File: src/rtl/core/pzb_pkg.sv
// Package for the perspective z-buffer depth test: shared types, codes and constants.
// It depends on nothing; every other file of the block but pzb_ram imports it.
package pzb_pkg;

    localparam int unsigned SCREEN_SIZE_DEF = 512;
    localparam logic [31:0] FOCAL_RESET     = 32'd42162586;
    localparam logic [8:0]  CENTER_RESET    = 9'd256;
    localparam logic [31:0] DEPTH_MAX       = 32'hFFFF_FFFF;
    localparam int unsigned DIV_STEPS       = 64;
    localparam int unsigned CFG_IDX_W       = 2;

    localparam logic [CFG_IDX_W-1:0] CFG_FOCAL_SCALE   = 2'd0;
    localparam logic [CFG_IDX_W-1:0] CFG_SCREEN_CENTER = 2'd1;

    typedef enum logic [1:0] {
        OUT_DRAWN      = 2'd0,
        OUT_OFF_SCREEN = 2'd1,
        OUT_HIDDEN     = 2'd2,
        OUT_BEHIND_EYE = 2'd3
    } outcome_t;

    typedef enum logic [3:0] {
        ST_CLEAR,
        ST_IDLE,
        ST_MUL,
        ST_DIV_START,
        ST_DIV_WAIT,
        ST_POST,
        ST_ADDR,
        ST_CMP,
        ST_DONE
    } state_t;

    typedef struct packed {
        logic busy;
        logic done;
    } div_status_t;

endpackage

File: src/rtl/core/pzb_divider.sv
// Restoring divider, one quotient bit per cycle, for the projection quotient.
// Depends on pzb_pkg.
module pzb_divider
    import pzb_pkg::*;
(
    input  logic        clk,
    input  logic        rst_n,
    input  logic        start,
    input  logic [63:0] dividend,
    input  logic [46:0] divisor,
    output logic [63:0] quotient,
    output logic        rem_nonzero,
    output div_status_t status
);

    logic [63:0] quo_reg;
    logic [46:0] rem_reg;
    logic [46:0] div_reg;
    logic [5:0]  cnt_reg;
    logic        busy_reg;
    logic        done_reg;
    logic [47:0] trial;
    logic        qbit;
    logic [46:0] rem_new;

    always_comb
    begin
        trial   = {rem_reg, quo_reg[63]};
        qbit    = (trial >= {1'b0, div_reg});
        rem_new = qbit ? 47'(trial - {1'b0, div_reg}) : trial[46:0];
    end

    always_ff @(posedge clk or negedge rst_n)
    begin
        if (!rst_n)
        begin
            busy_reg <= 1'b0;
            done_reg <= 1'b0;
            cnt_reg  <= '0;
        end
        else
        begin
            done_reg <= 1'b0;
            if (start)
            begin
                busy_reg <= 1'b1;
                cnt_reg  <= '0;
            end
            else if (busy_reg)
            begin
                cnt_reg <= cnt_reg + 6'd1;
                if (cnt_reg == 6'(DIV_STEPS - 1))
                begin
                    busy_reg <= 1'b0;
                    done_reg <= 1'b1;
                end
            end
        end
    end

    always_ff @(posedge clk)
    begin
        if (start)
        begin
            quo_reg <= dividend;
            rem_reg <= '0;
            div_reg <= divisor;
        end
        else if (busy_reg)
        begin
            quo_reg <= {quo_reg[62:0], qbit};
            rem_reg <= rem_new;
        end
    end

    assign quotient    = quo_reg;
    assign rem_nonzero = (rem_reg != '0);
    assign status      = '{busy: busy_reg, done: done_reg};

endmodule

File: config.mk
export PLATFORM = sky130hd
export DESIGN_NAME = pzb_divider
export DESIGN_NICKNAME = d
export VERILOG_FILES = /design/src/rtl/core/pzb_pkg.sv /design/src/rtl/core/pzb_divider.sv
export SDC_FILE = /design/constraint.sdc
export NUM_CORES = 1
export LEC_CHECK = 0
export ABC_AREA = 1
export BUFFER_PORTS_ARGS = -buffer_cell sky130_fd_sc_hd__buf_2
export CAP_MARGIN = 10
export CORE_MARGIN = 4
export CORE_UTILIZATION = 55
export DETAILED_ROUTE_END_ITERATION = 16
export PLACE_DENSITY = 0.76
export SLEW_MARGIN = 5
export SYNTH_ARGS = -nofsm -noshare
export SYNTH_HDL_FRONTEND = slang
export SYNTH_SLANG_ARGS = --single-unit
File: constraint.sdc
create_clock -name clk -period 7.3 [get_ports clk]
set_clock_uncertainty 0.15 [all_clocks]
set_input_delay 1.095 -clock clk [delete_from_list [all_inputs] [get_ports clk]]
set_output_delay 1.095 -clock clk [all_outputs]
set_load 0.01 [all_outputs]
==> impl_results.md, run 1 <==
* WL/cell at 13.9 µm
* DRC viols at 0
* Mapped Area at 10700 µm²
* Die area at 21800 µm²
* Critical Path RT at 6050 ps
* DIE WIDTH at 147 µm
* Port Buffer Count at 180
* Synth warn at 0
* Post-Route WL at 28.1 mm
* Post-route setup TNS at 0 ps
* Setup CP Type: reg2out
* Number of setup buffers added after CTS at 0
* Syn Area/Cell at 6.79 µm²
* Layout area overhead at 15.9%
* Slowest CP cell: nor4_1
* Routed via count at 9934
* DIE HEIGHT at 147 µm
* DR vias/cell at 4.92
* Pre-CTS setup slack at 3580 ps
* Sequential share of the synthesized area at 41.8%
* Final slew viol count at 0
* Psw at 0.000642 W
* Worst IR drop on VDD at 0.000143 V
* Initial antenna violation count at 2
* Post-CTS Hold Buffers at 0
* Worst rel slew slack at 25.6%
* Post-cts resize count at 0
* CTS sink count at 166
* Final Hold Vio Count at 0
* Main flop type after synthesis: edfxtp_1
* Internal power at 0.00163 W
* Final Wtd Congestion at 0.976
* Status: finished clean
* DR pass1 iterations at 7
* H-tree lvl count at 4
* Nets@finish at 1907
* Worst min-delay path category: in2async
* Share of cells above drive strength 1 at 13.5%
* Most common cell after layout, fill and taps aside: nand2_1
* Iter 0 DRT Violations at 760
* Fmax at 0.284 GHz
* Max reg flops at 64
* CORE AREA at 18900 µm²
* Final antenna-violating net count at 0
* Inserted Clock Buffers at 17
* Comb pwr share at 11.8%
* Clock Latency Late Sink at 440 ps
* Filler cell count at 1739
* Worst endpoint data arrival time at 2280 ps
* Register share of total power at 48.1%
* Crit-path max FO at 4
* CP startpoint kind: flip-flop
* # rows at 50
* LEAKAGE at 6.62 nW
* Initial Utilization at 56.6%
* Total chip power at 0.00227 W
* Total GRT Usage at 25.6%
* Buf/Inv on CP at 1
* Worst-path cell chain: nor4_1 > nand4_1 > or3_1 > buf_2
* Slew @ Worst Pin at 1120 ps
* Family with the most delay on the worst path: simple AND/OR/NAND/NOR gates
* Synthesized flop and latch total at 166
* Largest net degree at the start of global routing at 96
* CP max stage delay at 650 ps
* Clock root buffer: clkbuf_16
* Number of enable flip-flop cells after synthesis at 111
* Io pins at 181
* # setup viols final at 0
* Clock-pin slew on the worst setup and hold paths at 80 ps
* Syn_nets at 1739
* Clock share of power at 40.0%
* CP endpoint kind: primary output
* Ys async rst share at 4.82%
* Vias in the first global route at 9563
* Max Root-Sink Buffers at 2
* Total congestion overflow at 0
* Tmin final at 3520 ps
* HPWL Detailed at 21.6 mm
* Setup WS post-layout at 3780 ps
* Most frequent cells in the layout: nand2_1 (706), inv_1 (228), nor2_1 (181)
* First-pass GRT wire length at 45.3 mm
* Pwr dens at 183 nW/µm²
* CTS tree: built
* Cell variety after synth at 35
* Crit share post-route at 48.2%
* Unrepaired setup endpoints after global routing: false
* Max-cap violation count at 0
* Switch share at 28.2%
* Synth Instances at 1576
-- logic make-up (layout without fill, tap and decap cells) --
kind of cell,Yosys count,after routing,share of synthesized area (%)
AO/OA/AOI/OAI,60,60,3.00
other,0,1,0
AND/OR/NAND/NOR,1001,1001,37.1
XOR/XNOR,28,28,2.29
flip-flops,166,166,41.8
adder cells (fa/ha/maj),49,49,5.80
buffers and inverters,272,453,10.0
-- layer usage --
| layer | global-route usage [%] | up-vias | wire length, µm |
|---|---|---|---|
| met2 | 43.5 | 342 | 13100 |
| met4 | 9.65 | 2 | 909 |
| met1 | 32.2 | 4358 | 12100 |
| li1 | - | 5167 | - |
| met3 | 5.40 | 65 | 1960 |
| met5 | 0 | - | 13 |
-- worst reg2reg max path: cells and delay by family, from the launching register on --
kind / cells / cell delay, ps
adders and majority gates: 2 / 630
and+or+nand+nor: 11 / 1210
buffers and inverters: 3 / 840
DFF: 1 / 360
-- area by class of cell --
cell class / instances / area [µm²] / area share (%)
Antenna cell: 1 / 2.50 / 0.0202
Sequential cell: 166 / 4470 / 36.1
Inverter: 236 / 886 / 7.14
Timing Repair Buffer: 185 / 941 / 7.58
Multi-Input combinational cell: 1138 / 5170 / 41.7
Clock buffer: 17 / 425 / 3.43
Tap cell: 260 / 325 / 2.62
Clock inverter: 15 / 179 / 1.44
-- power groups by stage --
stage / clock [W] / sequential, W / combinational [W]
global placement: 0 / 0.00111 / 0.000262
global route: 0.000960 / 0.00110 / 0.000301
floorplan: 0 / 0.00112 / 0.000143
finish: 0.000910 / 0.00109 / 0.000269
detailed placement: 0 / 0.00111 / 0.000268
CTS: 0.000923 / 0.00110 / 0.000269
-- cells in the mapped netlist, types with 3 or more instances --
cell type / n / area share [%]
buf_2: 4 / 0.19
xor2_1: 3 / 0.25
dfrtp_1: 8 / 1.9
buf_1: 5 / 0.18
nand4_1: 10 / 0.58
dfxtp_1: 47 / 8.8
nand3_1: 58 / 2.7
clkinv_1: 3 / 0.11
nor4_1: 12 / 0.70
nand3b_1: 4 / 0.28
nand2_1: 706 / 25
o21ai_0: 17 / 0.80
xnor2_1: 25 / 2.0
a21oi_1: 35 / 1.6
inv_2: 4 / 0.14
nand2_2: 4 / 0.23
inv_1: 229 / 8.0
ha_1: 48 / 5.6
edfxtp_1: 111 / 31
buf_4: 4 / 0.28
nor3_1: 8 / 0.37
and2_1: 3 / 0.18
buf_6: 4 / 0.42
nor2_1: 182 / 6.4
clkbuf_1: 19 / 0.67
nor2_2: 9 / 0.53
o21bai_1: 6 / 0.42
-- stage by stage --
step	cells	utilization (%)	area, µm²	hold WS, ps
2_1_floorplan	1576	-	10700	304
3_3_place_gp	1985	62.5	11800	327
3_5_place_dp	1985	62.5	11800	329
4_1_cts	2017	65.6	12400	329
5_1_grt	2018	65.7	12400	342
6_report	2018	65.7	12400	333
-- path summary, 6_finish.rpt --
check	startpoint	to	slack [ps]	cells past startpoint
setup / recovery	rem_reg[32]	rem_nonzero	3780	4
hold / removal	rst_n	busy_reg	330	1
setup reg to reg	quotient[63]	rem_reg[41]	3990	16
hold reg to reg	rem_reg[46]	rem_reg[46]	340	2
max in group asynchronous	rst_n	cnt_reg[4]	6490	1
min in group clk	rem_reg[46]	rem_reg[46]	340	2
(Power assumes the default switching activity.)
==> inputs of run 2 (changes only) <==
Clock period 7.3 ns to 3.7 ns, I/O delays scaled along.
==> impl_results.md, run 2 (synthesis results as in run 1) <==
* Die area at 21800 µm² (unchanged)
* Critical Path RT at 3870 ps (-2180 ps)
* Crit-path max FO at 52 (+48)
* First-pass GRT wire length at 47.3 mm (+4.4%)
* Worst-path cell chain: inv_1 > ha_1 > fa_1 > inv_1 > nand2_1 > nand2_1 > nand3_1 > nand2_1 > nand2_1 > nand2_2 > nand2_1 > nand4_4 > buf_12 > nand3_1 > nand2_1 > nand2_1
* Setup CP Type: reg2reg
* Most common cell after layout, fill and taps aside: nand2_1
* Pwr dens at 356 nW/µm² (+94%)
* Tmin final at 3110 ps
* Unrepaired setup endpoints after global routing: false
* Max Root-Sink Buffers at 2 (unchanged)
* Filler cell count at 1743 (+0.23%)
* Multi-input gate area at 5170 µm² (unchanged)
* Most frequent cells in the layout: nand2_1 (706), inv_1 (228), nor2_1 (181)
* Iter 0 DRT Violations at 675 (-11%)
* Crit share post-route at 84.1%
* Routed via count at 9920 (-0.14%)
* CTS tree: built
* Status: finished clean
* Clock-pin slew on the worst setup and hold paths at 70 ps (about the same)
* Max-cap violation count at 0 (unchanged)
* WL/cell at 14.2 µm (+2.2%)
* Share of cells above drive strength 1 at 13.6% (+0.075 points)
* H-tree lvl count at 4 (unchanged)
* R2r setup slk at 590 ps (-3400 ps)
* Worst IR drop on VDD at 0.000281 V (+97%)
* CP startpoint kind: flip-flop
* Post-Route WL at 28.8 mm (+2.5%)
* Post-route setup TNS at 0 ps (unchanged)
* Hold Path Depth at 1
* Largest net degree at the start of global routing at 53 (-45%)
* DIE WIDTH at 147 µm (unchanged)
* Initial Utilization at 56.6% (unchanged)
* Endpoint, Worst Hold: div_reg[11]
* Worst reg2reg path endpoint: rem_reg[41]
* Clock Latency Late Sink at 440 ps (about the same)
* HP Start: divisor[11]
* Final slew viol count at 0 (unchanged)
* Total GRT Usage at 26.9% (+1.3 points)
* Initial antenna violation count at 2 (unchanged)
* Worst-case reg-to-reg path depth at 16 (unchanged)
* CTS sink count at 166 (unchanged)
* Inserted Clock Buffers at 17 (unchanged)
* Nets@finish at 1912 (+0.26%)
* LEAKAGE at 6.62 nW (about the same)
* DR vias/cell at 4.90 (-0.39%)
* Worst min-delay path category: in2reg
* Total congestion overflow at 0 (unchanged)
* Final antenna-violating net count at 0 (unchanged)
* Port Buffer Count at 180 (unchanged)
* Number of setup buffers added after CTS at 0 (unchanged)
* Final Wtd Congestion at 0.976 (about the same)
* CP endpoint kind: flip-flop
* DR pass1 iterations at 5 (-2)
* Post-cts resize count at 0 (unchanged)
* CP dominant cell by count: nand2_1
* Layout area overhead at 16.0% (about the same)
* Register Area at 4470 µm² (unchanged)
* Worst endpoint data arrival time at 3280 ps (+1000 ps)
* HPWL Detailed at 22.2 mm (+2.9%)
* # rows at 50 (unchanged)
* Family with the most delay on the worst path: simple AND/OR/NAND/NOR gates
* Buf/Inv on CP at 3 (+2)
* Post-DP Area at 11800 µm² (+0.36%)
* CORE AREA at 18900 µm² (unchanged)
* Final Instance Area at 12400 µm² (about the same)
* Worst rel slew slack at 56.0% (+30 points)
* DIE HEIGHT at 147 µm (unchanged)
* DRC viols at 0 (unchanged)
* Reg-to-reg startpoint: quotient[63]
* Max reg flops at 64 (unchanged)
* Clock root buffer: clkbuf_16
* Slowest CP cell: fa_1
* Slew @ Worst Pin at 653 ps (-464 ps)
* # setup viols final at 0 (unchanged)
* Vias in the first global route at 9650 (+0.91%)
* Fmax at 0.321 GHz
* Final Hold Vio Count at 0 (unchanged)
* CP max stage delay at 420 ps (-230 ps)
* Io pins at 181 (unchanged)
==> run 2: worst max path at each step <==
stage	end	startpoint	cells past startpoint
final	rem_reg[41]	quotient[63]	16
after global routing	rem_reg[25]	quotient[63]	17
after CTS	rem_reg[41]	quotient[63]	16
after detailed placement	rem_reg[41]	quotient[63]	16
after global placement	rem_reg[41]	quotient[63]	16
after floorplan	quotient[0]	start	5
==> run 2: report_power, final <==
group	internal, W	total (W)	switching [W]	leakage, nW
clock network	0.000889	0.00173	0.000843	0.267
registers	0.00210	0.00216	0.0000550	1.65
logic	0.000204	0.000534	0.000330	4.71
==> run 2: worst register-to-register path, cell delays in order (launching register included) <==
cell and delay [ps]:
edfxtp_1 380, inv_1 60, ha_1 230, fa_1 420, inv_1 90, nand2_1 60, nand2_1 70, nand3_1 70
nand2_1 160, nand2_1 90, nand2_2 120, nand2_1 110, nand4_4 340, buf_12 300, nand3_1 220, nand2_1 100
nand2_1 50
==> run 2: through the flow <==
stage / power (W) / setup slack [ps] / util, % / hold slack [ps] / instances
final: 0.00442 / 589 / 65.7 / 139 / 2023
after global routing: 0.00462 / 444 / 65.7 / 123 / 2023
after CTS: 0.00445 / 616 / 65.7 / 130 / 2022
after detailed placement: 0.00273 / 629 / 62.7 / 256 / 1989
after global placement: 0.00272 / 744 / 62.7 / 258 / 1989
after floorplan: 0.00250 / 634 / - / 109 / 1576
==> run 2: metal layers <==
layer  wire [µm]  GRT usage [%]
met5           0              0
met4         740           8.48
met3        1990           6.62
met2       13600           45.6
met1       12400           34.1
==> run 2: final cells by class <==
| cell class | count | area share [%] |
|---|---|---|
| repair buffers | 190 | 8.00 |
| inverters | 236 | 7.14 |
| multi-input cells | 1138 | 41.7 |
| well taps | 260 | 2.62 |
| flip-flops and latches | 166 | 36.0 |
| clock buffers | 17 | 3.43 |
| clock inverters | 15 | 1.09 |
| diodes | 1 | 0.0202 |
==> run 2: timing repair <==
| item | CTS | global route |
|---|---|---|
| setup endpoints to repair | 0 | 0 |
| endpoints found under the hold margin | 8 | 0 |
| hold buffers | 1 | 0 |
==> inputs of run 3 (changes only) <==
Settings changed: ABC_AREA 1 to 0, PLACE_DENSITY 0.76 to 0.77.
Clock period 3.7 ns to 2.9 ns, I/O delays scaled along.
==> impl_results.md, run 3 <==
* Cell variety after synth at 62 (+77%)
* Unrepaired setup endpoints after global routing: true
* First-pass GRT wire length at 44.5 mm (-6.0%)
* Max reg flops at 64 (unchanged)
* Ys async rst share at 4.82% (unchanged)
* Setup WS post-layout at -203 ps (-792 ps)
* Final antenna-violating net count at 0 (unchanged)
* Max-cap violation count at 0 (unchanged)
* Tmin final at 3100 ps (-7.77 ps)
* HPWL Detailed at 19.0 mm (-15%)
* Total congestion overflow at 0 (unchanged)
* Violated checks: setup timing
* Syn_nets at 1092 (-37%)
* Synth warn at 0 (unchanged)
* Synth area leaders: edfxtp_1 (35%), dfxtp_1 (9.9%), mux2_2 (7.7%)
* CORE AREA at 16800 µm² (-11%)
* Worst IR drop on VDD at 0.000731 V (+160%)
* Port Buffer Count at 180 (unchanged)
* Worst min-delay path category: in2reg
* Main flop type after synthesis: edfxtp_1
* DRC viols at 0 (unchanged)
* DR vias/cell at 5.87 (+20%)
* Iter 0 DRT Violations at 753 (+12%)
* Nets@finish at 1434 (-25%)
* Most common cell in the synthesized netlist: edfxtp_1
* Worst-path cell chain: inv_1 > ha_1 > buf_4 > nand2_1 > o21ai_1 > a21oi_1 > o311ai_1 > a2111o_1 > a41oi_4 > buf_4 > buf_6 > buf_16 > a21oi_1 > a211oi_1
* Io pins at 181 (unchanged)
* Total GRT Usage at 28.0% (+1.1 points)
* Fin util at 78.6% (+13 points)
* CTS tree: built
* Sequential share of the synthesized area at 47.1% (+5.2 points)
* DIE WIDTH at 139 µm (-5.4%)
* Multi-input gate area at 5050 µm² (-2.3%)
* Syn Area/Cell at 10.2 µm² (+51%)
* CP max stage delay at 470 ps (+50 ps)
* Adder-Cell Fraction of Synth Area at 6.53% (+0.73 points)
* Post-route setup TNS at -5830 ps (-5830 ps)
* Setup CP Type: reg2reg
* Critical Path RT at 3100 ps (-770 ps)
* Inserted Clock Buffers at 17 (unchanged)
* Cell taking the most area after synthesis: edfxtp_1
* Final Hold Vio Count at 0 (unchanged)
* Most common cell after layout, fill and taps aside: buf_2
* Fmax at 0.322 GHz (+0.25%)
* ANT cells at 0 (-1)
* Filler cell count at 1061 (-39%)
* Initial antenna violation count at 0 (-2)
* Total chip power at 0.0139 W (+210%)
* Status: finished with violations
* Synth Instances at 929 (-41%)
* Slew @ Worst Pin at 608 ps (-44.4 ps)
* Vias in the first global route at 9017 (-6.6%)
* H-tree lvl count at 4 (unchanged)
* Worst endpoint data arrival time at 3300 ps (+20 ps)
* Mapped Area at 9510 µm² (-11%)
* Synthesized flop and latch total at 166 (unchanged)
* Crit share post-route at 107% (+23 points)
* Top cells by count, synth: edfxtp_1 (111), nor2_1 (97), a21oi_1 (85)
* # setup viols final at 48 (+48)
* Number of enable flip-flop cells after synthesis at 111 (unchanged)
* Synth Area in Simple Gates at 11.6% (-25 points)
* Routed via count at 8825 (-11%)
* Largest net degree at the start of global routing at 88 (+66%)
* CP startpoint kind: flip-flop
* WL/cell at 18.8 µm (+33%)
* Most frequent cells in the layout: buf_2 (179), buf_4 (163), edfxtp_1 (111)
* LEAKAGE at 5.99 nW (-9.5%)
* DR pass1 iterations at 5 (unchanged)
* Slowest CP cell: a2111o_1
* Final Wtd Congestion at 0.911 (-6.7%)
* Clock root buffer: clkbuf_16
* CP endpoint kind: flip-flop
* Synth Area in Compound Gates at 16.5% (+14 points)
* Top cell type's share of synthesized area at 35.1% (+3.9 points)
* Register Area at 4480 µm² (about the same)
* Clock Latency Late Sink at 440 ps (about the same)
* Post-synthesis mux area share at 9.38% (+9.4 points)
* CTS sink count at 166 (unchanged)
* DIE HEIGHT at 139 µm (-5.4%)
* Crit-path max FO at 9 (-83%)
* Share of cells above drive strength 1 at 43.1% (+30 points)
* Clock-pin slew on the worst setup and hold paths at 80 ps (about the same)
* Post-Route WL at 28.3 mm (-1.5%)
* Layout area overhead at 38.6%
* Post-synthesis xor/xnor area fraction at 4.05% (+1.8 points)
* Worst rel slew slack at 59.1% (+3.0 points)
* Final slew viol count at 0 (unchanged)
* Die area at 19500 µm² (-11%)
* Initial Utilization at 56.7% (+0.088 points)
* Main combinational cell family by area after synthesis: compound AO/OA/AOI/OAI gates
* # rows at 47 (-6.0%)
* Pwr dens at 1060 nW/µm² (+200%)
* Max Root-Sink Buffers at 2 (unchanged)
## run 3: changes by cell type after synthesis, moves of 10 or more
cell,change
o21ai_0,+10
nand3_1,-40
mux2i_1,+16
a211oi_1,+43
nor2_1,-85
inv_1,-168
mux2_2,+65
xor2_1,+13
a21o_1,+26
a21oi_1,+50
nand2_1,-656
## run 3: critical path: cells and delay by family (launching register included)
family / cells / cell delay, ps
simple gates: 1 / 100
fa+ha+maj: 1 / 260
buf+inv: 5 / 690
compound gates: 7 / 1450
flops: 1 / 360
## run 3: through the flow
| stage | cells | hold slack [ps] | setup slack [ps] | instance area, µm² |
|---|---|---|---|---|
| final | 1504 | 14.1 | -203 | 13200 |
| after global routing | 1504 | 4.58 | -346 | 13200 |
| after CTS | 1496 | 8.62 | -144 | 12800 |
| after detailed placement | 1450 | 134 | -240 | 11800 |
| after global placement | 1450 | 135 | -149 | 11800 |
| after floorplan | 929 | -10.6 | 2.75 | 9520 |
## run 3: kinds of logic after synthesis
group / after synthesis
buffers and inverters: 108
AND/OR/NAND/NOR: 240
flip-flops: 166
multiplexers: 81
XOR/XNOR: 44
AO/OA/AOI/OAI: 241
adder cells (fa/ha/maj): 49
## run 3: cell type report
type | instances | area share [%]
Multi-Input combinational cell | 655 | 38.4
Clock buffer | 17 | 3.23
Sequential cell | 166 | 34.0
Timing Repair Buffer | 369 | 19.4
Inverter | 62 | 1.77
Tap cell | 220 | 2.09
Clock inverter | 15 | 1.21
## run 3: final timing paths
kind	startpoint	endpoint	slack (ps)	cells after the start
worst max-delay path	div_reg[31]	rem_reg[13]	-200	14
min in group asynchronous	rst_n	cnt_reg[1]	210	2
worst max register to register	div_reg[31]	rem_reg[13]	-200	14
max in group asynchronous	rst_n	busy_reg	2190	2
worst min-delay path	divisor[2]	div_reg[2]	10	1
worst min register to register	rem_reg[43]	rem_reg[43]	370	2
## run 3: repair_timing
action                                 in CTS  in global routing
buffers inserted                           10                  8
cloned                                      4                  2
endpoints found under the hold margin       8                  0
pin swaps                                  23                 37
gates resized for setup                    61                 63
hold buffers                                1                  0
setup endpoints to repair                  48                 49
## run 3: report_power, final
part	internal, W	switching, W
registers	0.00304	0.000332
clock network	0.00122	0.00106
logic	0.00413	0.00414
total	0.00839	0.00552
## run 3: metal layers
layer / vias up / global-route usage (%) / wire length [µm]
li1: 4100 / - / -
met1: 4211 / 35.1 / 11100
met2: 440 / 47.1 / 13900
met3: 74 / 8.34 / 2550
met4: 0 / 8.24 / 796
met5: - / 0 / 0
